--- src/hw/rtl/assert_macros.svh ---
// Assertion macros shared by the RTL; define ASSERT_OFF to compile them out.
`ifndef ASSERT_MACROS_SVH
`define ASSERT_MACROS_SVH

`ifndef ASSERT_OFF

// Same-cycle implication, checked outside reset.
`define ASSERT_IMPLY(label, clk, rst_n, ante, cons) \
    label: assert property (@(posedge clk) disable iff (!rst_n) (ante) |-> (cons)) \
        else $error("assertion failed");

// Next-cycle implication, checked outside reset.
`define ASSERT_NEXT(label, clk, rst_n, ante, cons) \
    label: assert property (@(posedge clk) disable iff (!rst_n) (ante) |=> (cons)) \
        else $error("assertion failed");

`else

`define ASSERT_IMPLY(label, clk, rst_n, ante, cons)
`define ASSERT_NEXT(label, clk, rst_n, ante, cons)

`endif

`endif

--- src/hw/rtl/nlr_pkg.sv ---
// Package: parse phases, status codes and character classes of the recognizer.
`timescale 1ns / 1ps

package nlr_pkg;

    typedef enum logic [13:0] {
        PH_IDLE    = 14'b00000000000001,
        PH_START   = 14'b00000000000010,
        PH_SIGNED  = 14'b00000000000100,
        PH_ZERO    = 14'b00000000001000,
        PH_HEX     = 14'b00000000010000,
        PH_BIN     = 14'b00000000100000,
        PH_OCT     = 14'b00000001000000,
        PH_DEC     = 14'b00000010000000,
        PH_DEN     = 14'b00000100000000,
        PH_POINT   = 14'b00001000000000,
        PH_EXP     = 14'b00010000000000,
        PH_EXPSIGN = 14'b00100000000000,
        PH_EXPDIG  = 14'b01000000000000,
        PH_SUFFIX  = 14'b10000000000000
    } phase_t;

    typedef enum logic [1:0] {
        ST_LEGAL   = 2'd0,
        ST_ILLEGAL = 2'd1,
        ST_LONG    = 2'd2
    } status_t;

    localparam int LEN_W = 10;

    localparam logic [7:0] CH_PLUS  = 8'h2B;
    localparam logic [7:0] CH_MINUS = 8'h2D;
    localparam logic [7:0] CH_POINT = 8'h2E;
    localparam logic [7:0] CH_SLASH = 8'h2F;
    localparam logic [7:0] CH_0     = 8'h30;
    localparam logic [7:0] CH_1     = 8'h31;
    localparam logic [7:0] CH_7     = 8'h37;
    localparam logic [7:0] CH_9     = 8'h39;
    localparam logic [7:0] CH_UC_A  = 8'h41;
    localparam logic [7:0] CH_UC_B  = 8'h42;
    localparam logic [7:0] CH_UC_E  = 8'h45;
    localparam logic [7:0] CH_UC_F  = 8'h46;
    localparam logic [7:0] CH_UC_I  = 8'h49;
    localparam logic [7:0] CH_UC_X  = 8'h58;
    localparam logic [7:0] CH_UC_Z  = 8'h5A;
    localparam logic [7:0] CH_LC_A  = 8'h61;
    localparam logic [7:0] CH_LC_B  = 8'h62;
    localparam logic [7:0] CH_LC_E  = 8'h65;
    localparam logic [7:0] CH_LC_F  = 8'h66;
    localparam logic [7:0] CH_LC_I  = 8'h69;
    localparam logic [7:0] CH_LC_X  = 8'h78;
    localparam logic [7:0] CH_LC_Z  = 8'h7A;

    function automatic logic is_dig(input logic [7:0] c);
        return (c >= CH_0) && (c <= CH_9);
    endfunction

    function automatic logic is_letter(input logic [7:0] c);
        return ((c >= CH_LC_A) && (c <= CH_LC_Z)) || ((c >= CH_UC_A) && (c <= CH_UC_Z));
    endfunction

    function automatic logic is_sign(input logic [7:0] c);
        return (c == CH_PLUS) || (c == CH_MINUS);
    endfunction

    function automatic logic is_hexdig(input logic [7:0] c);
        return is_dig(c) || ((c >= CH_LC_A) && (c <= CH_LC_F))
            || ((c >= CH_UC_A) && (c <= CH_UC_F));
    endfunction

endpackage

--- src/hw/rtl/nlr_if.sv ---
// Interfaces: character beat channel and result beat channel.
`timescale 1ns / 1ps

interface nlr_char_if;
    logic       valid;
    logic       ready;
    logic [7:0] ch;
    logic       first;
    logic       allow_imag;
    logic       allow_slash;

    modport source (output valid, output ch, output first, output allow_imag,
                    output allow_slash, input ready);
    modport sink   (input valid, input ch, input first, input allow_imag,
                    input allow_slash, output ready);
endinterface

interface nlr_result_if;
    logic       valid;
    logic       ready;
    logic [1:0] status;
    logic [9:0] length;

    modport source (output valid, output status, output length, input ready);
    modport sink   (input valid, input status, input length, output ready);
endinterface

--- src/hw/rtl/numeric_literal_recognizer.sv ---
// Top level: numeric literal recognizer, one character beat per cycle unless results stall.
`timescale 1ns / 1ps
//
// Usage:
//   chars   - sink of character beats (ch, first, allow_imag, allow_slash).
//             A beat with first set starts a new number and latches the
//             imaginary and slash options; beats with first clear continue it.
//   results - source of result beats (status, length), at most one per number.
//             status: legal, illegal format, or longer than MAX_LENGTH.
//             length counts characters of a legal number, ending one excluded.
// Path: a character beat is registered in the input stage, then the parse
//   step writes the result register from it.
// Throughput: one character per cycle while results are taken, set by the
//   combinational parse step between the input register and the result register.
// Stall: while a result waits and results.ready is low, the input stage holds
//   its beat and chars.ready drops once that stage is full; no beat is lost.
// Reset: rst_n clears both stages and returns the parser to idle; beats without
//   first are ignored while idle or after a number has ended.
// Length counter width follows MAX_LENGTH; length reports its low 10 bits.

`include "assert_macros.svh"

module numeric_literal_recognizer
    import nlr_pkg::*;
#(
    parameter int MAX_LENGTH = 1023
) (
    input  logic          clk,
    input  logic          rst_n,
    nlr_char_if.sink      chars,
    nlr_result_if.source  results
);

    localparam int CW = $clog2(MAX_LENGTH + 1);

    // Input stage
    logic       s1_valid_reg;
    logic [7:0] s1_ch_reg;
    logic       s1_first_reg;
    logic       s1_imag_reg;
    logic       s1_slash_reg;

    // Parser state
    phase_t          phase_reg, phase_next;
    logic [CW-1:0]   count_reg, count_next;
    logic            imag_reg, imag_next;
    logic            slash_reg, slash_next;

    // Result register
    logic             out_valid_reg;
    status_t          status_reg, status_next;
    logic [LEN_W-1:0] length_reg, length_next;

    logic step;       // input stage beat is consumed by the parser this cycle
    logic emit;       // the step ends the number

    assign step         = s1_valid_reg && (!out_valid_reg || results.ready);
    assign chars.ready  = !s1_valid_reg || step;

    assign results.valid  = out_valid_reg;
    assign results.status = status_reg;
    assign results.length = length_reg;

    // Parse step: collapse the fall-through phases, then act once.
    always_comb
    begin
        phase_t                  p;
        logic [CW-1:0]           cnt;
        logic                    done;
        logic                    adv;
        phase_t                  adv_ph;
        logic                    fin;
        status_t                 fin_st;
        logic                    sfx_end;
        logic [7:0]              c;
        logic [CW+LEN_W-1:0]     cnt_ext;

        c          = s1_ch_reg;
        p          = s1_first_reg ? PH_START : phase_reg;
        cnt        = s1_first_reg ? '0 : count_reg;
        imag_next  = s1_first_reg ? s1_imag_reg : imag_reg;
        slash_next = s1_first_reg ? s1_slash_reg : slash_reg;
        done       = 1'b0;
        adv        = 1'b0;
        adv_ph     = PH_IDLE;
        fin        = 1'b0;
        fin_st     = ST_LEGAL;
        sfx_end    = 1'b0;

        if (p == PH_START)
        begin
            if (is_sign(c))
            begin
                adv = 1'b1; adv_ph = PH_SIGNED; done = 1'b1;
            end
            else
            begin
                p = PH_SIGNED;
            end
        end
        if (!done && p == PH_SIGNED)
        begin
            if (is_sign(c))
            begin
                fin = 1'b1; fin_st = ST_ILLEGAL; done = 1'b1;
            end
            else if (c == CH_0)
            begin
                adv = 1'b1; adv_ph = PH_ZERO; done = 1'b1;
            end
            else
            begin
                p = PH_DEC;
            end
        end
        if (!done && p == PH_ZERO)
        begin
            if (c == CH_LC_X || c == CH_UC_X)
            begin
                adv = 1'b1; adv_ph = PH_HEX; done = 1'b1;
            end
            else if (c == CH_LC_B || c == CH_UC_B)
            begin
                adv = 1'b1; adv_ph = PH_BIN; done = 1'b1;
            end
            else
            begin
                p = is_dig(c) ? PH_OCT : PH_DEC;
            end
        end

        if (!done)
        begin
            case (p)
                PH_HEX:
                begin
                    if (is_hexdig(c)) begin adv = 1'b1; adv_ph = PH_HEX; end
                    else sfx_end = 1'b1;
                end
                PH_BIN:
                begin
                    if (c == CH_0 || c == CH_1) begin adv = 1'b1; adv_ph = PH_BIN; end
                    else sfx_end = 1'b1;
                end
                PH_OCT:
                begin
                    if (c >= CH_0 && c <= CH_7) begin adv = 1'b1; adv_ph = PH_OCT; end
                    else sfx_end = 1'b1;
                end
                PH_DEC:
                begin
                    if (is_dig(c)) begin adv = 1'b1; adv_ph = PH_DEC; end
                    else if (c == CH_SLASH && slash_next) begin adv = 1'b1; adv_ph = PH_DEN; end
                    else if (c == CH_POINT) begin adv = 1'b1; adv_ph = PH_POINT; end
                    else if (c == CH_LC_E || c == CH_UC_E) begin adv = 1'b1; adv_ph = PH_EXP; end
                    else sfx_end = 1'b1;
                end
                PH_DEN:
                begin
                    if (is_dig(c)) begin adv = 1'b1; adv_ph = PH_DEN; end
                    else sfx_end = 1'b1;
                end
                PH_POINT:
                begin
                    if (is_dig(c)) begin adv = 1'b1; adv_ph = PH_POINT; end
                    else if (c == CH_LC_E || c == CH_UC_E) begin adv = 1'b1; adv_ph = PH_EXP; end
                    else sfx_end = 1'b1;
                end
                PH_EXP:
                begin
                    if (is_sign(c)) begin adv = 1'b1; adv_ph = PH_EXPSIGN; end
                    else if (is_dig(c)) begin adv = 1'b1; adv_ph = PH_EXPDIG; end
                    else sfx_end = 1'b1;
                end
                PH_EXPSIGN:
                begin
                    if (is_sign(c)) begin fin = 1'b1; fin_st = ST_ILLEGAL; end
                    else if (is_dig(c)) begin adv = 1'b1; adv_ph = PH_EXPDIG; end
                    else sfx_end = 1'b1;
                end
                PH_EXPDIG:
                begin
                    if (is_dig(c)) begin adv = 1'b1; adv_ph = PH_EXPDIG; end
                    else sfx_end = 1'b1;
                end
                PH_SUFFIX:
                begin
                    fin = 1'b1;
                    fin_st = (c == CH_POINT || (c == CH_SLASH && slash_next) || is_dig(c)
                              || is_letter(c)) ? ST_ILLEGAL : ST_LEGAL;
                end
                default:
                begin
                    // idle: beat ignored
                end
            endcase
        end

        // Optional i suffix, else judge the ending character.
        if (sfx_end)
        begin
            if ((c == CH_LC_I || c == CH_UC_I) && imag_next)
            begin
                adv = 1'b1; adv_ph = PH_SUFFIX;
            end
            else
            begin
                fin = 1'b1;
                fin_st = (c == CH_POINT || (c == CH_SLASH && slash_next) || is_dig(c)
                          || is_letter(c)) ? ST_ILLEGAL : ST_LEGAL;
            end
        end

        // Taking a character at the length limit ends the number as too long.
        if (adv && cnt >= CW'(MAX_LENGTH))
        begin
            adv = 1'b0; fin = 1'b1; fin_st = ST_LONG;
        end

        cnt_ext     = {{LEN_W{1'b0}}, cnt};
        emit        = fin;
        status_next = fin_st;
        length_next = (fin_st == ST_LEGAL) ? cnt_ext[LEN_W-1:0] : '0;
        count_next  = adv ? CW'(cnt + 1'b1) : cnt;
        if (fin)
            phase_next = PH_IDLE;
        else if (adv)
            phase_next = adv_ph;
        else if (p == PH_IDLE)
            phase_next = PH_IDLE;
        else
            phase_next = p;
    end

    // Input stage
    always_ff @(posedge clk or negedge rst_n)
    begin
        if (!rst_n)
            s1_valid_reg <= 1'b0;
        else if (chars.ready)
            s1_valid_reg <= chars.valid;
    end

    always_ff @(posedge clk)
    begin
        if (chars.valid && chars.ready)
        begin
            s1_ch_reg    <= chars.ch;
            s1_first_reg <= chars.first;
            s1_imag_reg  <= chars.allow_imag;
            s1_slash_reg <= chars.allow_slash;
        end
    end

    // Parser state
    always_ff @(posedge clk or negedge rst_n)
    begin
        if (!rst_n)
        begin
            phase_reg <= PH_IDLE;
            count_reg <= '0;
            imag_reg  <= 1'b0;
            slash_reg <= 1'b0;
        end
        else if (step)
        begin
            phase_reg <= phase_next;
            count_reg <= count_next;
            imag_reg  <= imag_next;
            slash_reg <= slash_next;
        end
    end

    // Result register
    always_ff @(posedge clk or negedge rst_n)
    begin
        if (!rst_n)
            out_valid_reg <= 1'b0;
        else if (step && emit)
            out_valid_reg <= 1'b1;
        else if (results.ready)
            out_valid_reg <= 1'b0;
    end

    always_ff @(posedge clk)
    begin
        if (step && emit)
        begin
            status_reg <= status_next;
            length_reg <= length_next;
        end
    end

    // Checks
    `ASSERT_NEXT(a_end_goes_idle, clk, rst_n, step && emit, phase_reg == PH_IDLE && out_valid_reg)
    `ASSERT_NEXT(a_s1_holds, clk, rst_n, s1_valid_reg && !step, s1_valid_reg && $stable(s1_ch_reg) && $stable(s1_first_reg))
    `ASSERT_IMPLY(a_count_bound, clk, rst_n, 1'b1, count_reg <= CW'(MAX_LENGTH))
    `ASSERT_IMPLY(a_len_zero_bad, clk, rst_n, out_valid_reg && status_reg != ST_LEGAL, length_reg == '0)

endmodule

--- src/flat_wrapper.sv ---
// flat-port wrapper written by rule: the top's interface ports become plain ports
module numeric_literal_recognizer_flat import nlr_pkg::*;
#(
    parameter int MAX_LENGTH = 1023
)
  (clk, rst_n, chars_valid, chars_ch, chars_first, chars_allow_imag, chars_allow_slash, chars_ready, results_valid, results_status, results_length, results_ready);
  nlr_char_if chars_i ();
  nlr_result_if results_i ();
  input  logic clk;
  input  logic rst_n;
  input wire logic [$bits(chars_i.valid)-1:0] chars_valid;
  input wire logic [$bits(chars_i.ch)-1:0] chars_ch;
  input wire logic [$bits(chars_i.first)-1:0] chars_first;
  input wire logic [$bits(chars_i.allow_imag)-1:0] chars_allow_imag;
  input wire logic [$bits(chars_i.allow_slash)-1:0] chars_allow_slash;
  output wire logic [$bits(chars_i.ready)-1:0] chars_ready;
  output wire logic [$bits(results_i.valid)-1:0] results_valid;
  output wire logic [$bits(results_i.status)-1:0] results_status;
  output wire logic [$bits(results_i.length)-1:0] results_length;
  input wire logic [$bits(results_i.ready)-1:0] results_ready;
  assign chars_i.valid = chars_valid;
  assign chars_i.ch = chars_ch;
  assign chars_i.first = chars_first;
  assign chars_i.allow_imag = chars_allow_imag;
  assign chars_i.allow_slash = chars_allow_slash;
  assign chars_ready = chars_i.ready;
  assign results_valid = results_i.valid;
  assign results_status = results_i.status;
  assign results_length = results_i.length;
  assign results_i.ready = results_ready;
  numeric_literal_recognizer #(.MAX_LENGTH(MAX_LENGTH)) u_core (.clk(clk), .rst_n(rst_n), .chars(chars_i), .results(results_i));
endmodule
--- config.mk ---
export PLATFORM = sky130hd
export DESIGN_NAME = numeric_literal_recognizer_flat
export DESIGN_NICKNAME = d
export VERILOG_FILES = /design/src/hw/rtl/nlr_pkg.sv /design/src/hw/rtl/nlr_if.sv /design/src/hw/rtl/numeric_literal_recognizer.sv /design/src/flat_wrapper.sv
export VERILOG_INCLUDE_DIRS = /design/src /design/src/hw/rtl
export SDC_FILE = /design/constraint.sdc
export NUM_CORES = 1
export LEC_CHECK = 0
export BUFFER_PORTS_ARGS = -buffer_cell sky130_fd_sc_hd__buf_2
export CAP_MARGIN = 5
export CORE_MARGIN = 2
export CORE_UTILIZATION = 45
export DETAILED_ROUTE_END_ITERATION = 8
export GPL_TIMING_DRIVEN = 0
export HOLD_SLACK_MARGIN = 0.15
export PLACE_DENSITY = 0.72
export SLEW_MARGIN = 20
export SYNTH_ARGS = -nofsm -noshare
export SYNTH_HDL_FRONTEND = slang
export SYNTH_SLANG_ARGS = --single-unit
--- constraint.sdc ---
create_clock -name clk -period 5.3 [get_ports clk]
set_input_delay 1.06 -clock clk [delete_from_list [all_inputs] [get_ports clk]]
set_output_delay 1.06 -clock clk [all_outputs]
set_load 0.05 [all_outputs]
==> metrics.txt <==
syn nets 402; status complete, no violations; Slew HR 30.3%; DR vias/cell 6.19; CTS sink count 51; initial drt markers 251; GPL Wtd Cong 0.972; Hold Crit Class register to register; most frequent cells in the layout 44 x nand2_1, 35 x nor2_1, 30 x buf_2; FMAX 215 MHz; Final #Nets 437; Slew Viols, Final 0; Worst Path Arrival 4.59 ns; placed cell count 516; final cycle utilization of the critical path 87.8%; first-pass GRT wire length 15.6 mm; initial core utilization 45.6%; buffers added on ports 28; detailed placement HPWL 7.17 mm; Total Power 1.29 mW; Total GRT Usage 23.4%; Post-Syn Instances 386; Power Dens Cells 336 nW/um^2; cells along the critical path clkbuf_1 -> clkbuf_1 -> buf_1 -> clkbuf_1 -> nor2b_1 -> ha_1 -> nand3_1 -> nor3_1 -> a21oi_1 -> nor2_1; count of flip-flops with a built-in enable after synthesis 23; crit start category register; final-layout fill cell count 736; clock-pin slew on the worst setup and hold paths 0.11 ns; final setup vio count 0; Post-CTS Repair Setup Buffers 0; Hold Fails Final Rpt 0; synthesized cell area 3470 um^2; final wirelength 9.52 mm; CP bufs+invs 4; Multi-input gate area 1980 um^2; CP dominant cell by count clkbuf_1; ys async rst share 54.9%; Setup TNS 0 ns; register bit total from synthesis 51; Slew @ Worst Pin 1.04 ns; TritonRoute pass-1 iters 5; CP max stage delay 0.85 ns; worst-skew pair later-pin latency 0.32 ns; initial antenna violation count 0; number of synthesis warnings 0; Routed WL per cell 18.2 um; I/O Pins 29; # DRC 0; H-tree levels 2; CTS-repair resized insts 0; Final Skew 0.0159 ns; max reg flops 14; vias in the first global route 2984; Vias 3241; pre-CTS setup slack 0.698 ns; Final ANT Viol Nets 0; Storage cell area 1390 um^2; Crit Path Class register to register; fin util 50.4%; Finished Layout Cells 524; VDD IR-drop max 0.234 mV; final global-route overflow total 0; Die Width 91.8 um; minimum clock period 4.66 ns; CTS tree built; Crit. End Element register; max-cap check violation count 0; Avg Synthesized Cell Area 9.00 um^2; Die Ht 91.8 um; Yosys cell types 77; most common flop cell mapped by yosys dfrtp_1; Seq/Total Area, Yosys 40.1%; core area 7610 um^2; Num CTS Buffers 5; worst setup margin 0.645 ns; RSZ-0062 raised after global routing false; Site Rows 32; crit-path max FO 12; slowest CP cell nor2_1; largest net degree at the start of global routing 29; # hold bufs at CTS 0; LEAKAGE 1.47 nW; total die area 8430 um^2; Inserted Diodes 0; share of cells above drive strength 1 15.9%; CP delay by family, top simple AND/OR/NAND/NOR gates; commonest non-fill, non-tap cell in the layout nand2_1; CP required 5.24 ns; clk buf depth 2; P&R area growth vs syn 10.5%; root buf cell clkbuf_8
## logic make-up after synthesis
| kind of cell | count (synthesis) | share of synthesized area [%] |
|---|---|---|
| AOI/OAI and AO/OA | 104 | 22.2 |
| xor gates and xnor gates | 6 | 1.51 |
| adders and majority gates | 1 | 0.360 |
| buffers and inverters | 23 | 2.77 |
| DFF | 51 | 40.1 |
| muxes | 5 | 1.51 |
| and+or+nand+nor | 196 | 31.6 |
## stage by stage
| stage | cell area (um^2) | hold WS [ns] |
|---|---|---|
| global placement | 3740 | 0.486 |
| finish | 3830 | 0.498 |
| detailed placement | 3740 | 0.492 |
| CTS | 3830 | 0.512 |
| floorplan | 3470 | 0.476 |
| global route | 3830 | 0.537 |
## power breakdown
part	internal (mW)	total (mW)	switching, mW
registers	0.481	0.519	0.0381
logic	0.160	0.523	0.363
clock network	0.108	0.249	0.140
## worst paths after layout
kind                                     start                       end  cells after the start  slack [ns]
max                        u_core.s1_first_reg  u_core.results.length[3]                     10        0.64
min                         u_core.s1_imag_reg           u_core.imag_reg                      1        0.50
max reg2reg                u_core.s1_first_reg  u_core.results.length[3]                     10        0.64
min reg2reg                 u_core.s1_imag_reg           u_core.imag_reg                      1        0.50
max in group asynchronous                rst_n       u_core.phase_reg[1]                      1        4.08
min in group asynchronous                rst_n       u_core.phase_reg[5]                      1        0.77
## cell usage after synthesis, types with 4 or more instances
cell type / count / area share (%)
dfrtp_1: 27 / 19
edfxtp_1: 23 / 20
clkbuf_1: 14 / 1.5
and3_1: 4 / 0.72
o211ai_1: 6 / 1.3
or3_1: 5 / 0.90
nor2b_1: 14 / 2.5
nand2b_1: 5 / 0.90
nor2_1: 35 / 3.8
nand2_1: 44 / 4.8
a21o_1: 4 / 0.86
and2_1: 8 / 1.4
o21ai_0: 21 / 3.0
a22o_1: 11 / 2.8
inv_1: 5 / 0.54
a31oi_1: 4 / 0.72
nand3b_1: 4 / 0.86
or2_2: 5 / 0.90
nand3_1: 20 / 2.9
xnor2_1: 4 / 1.0
nor3b_1: 9 / 1.9
a21oi_1: 16 / 2.3
nor4_1: 5 / 0.90
nor3_1: 13 / 1.9
## area by class of cell
class | count | share of cell area (%)
Inverter | 5 | 0.489
Sequential cell | 51 | 36.3
Clock buffer | 7 | 2.25
Tap cell | 102 | 3.33
Clock inverter | 1 | 0.228
Buffer | 18 | 2.02
Multi-Input combinational cell | 312 | 51.7
Timing Repair Buffer | 28 | 3.65
## layer usage
layer  global-route usage (%)  vias up  wire length [um]  share of wire (%)
met3                     3.70       16               548                5.8
met2                     36.6      132              4280                 45
met5                        0        -                 0                  0
met1                     33.5     1558              4490                 47
met4                     7.46        0               202                2.1
li1                         -     1535                 -                  -
No activity file was read; power rests on OpenSTA's default activity.
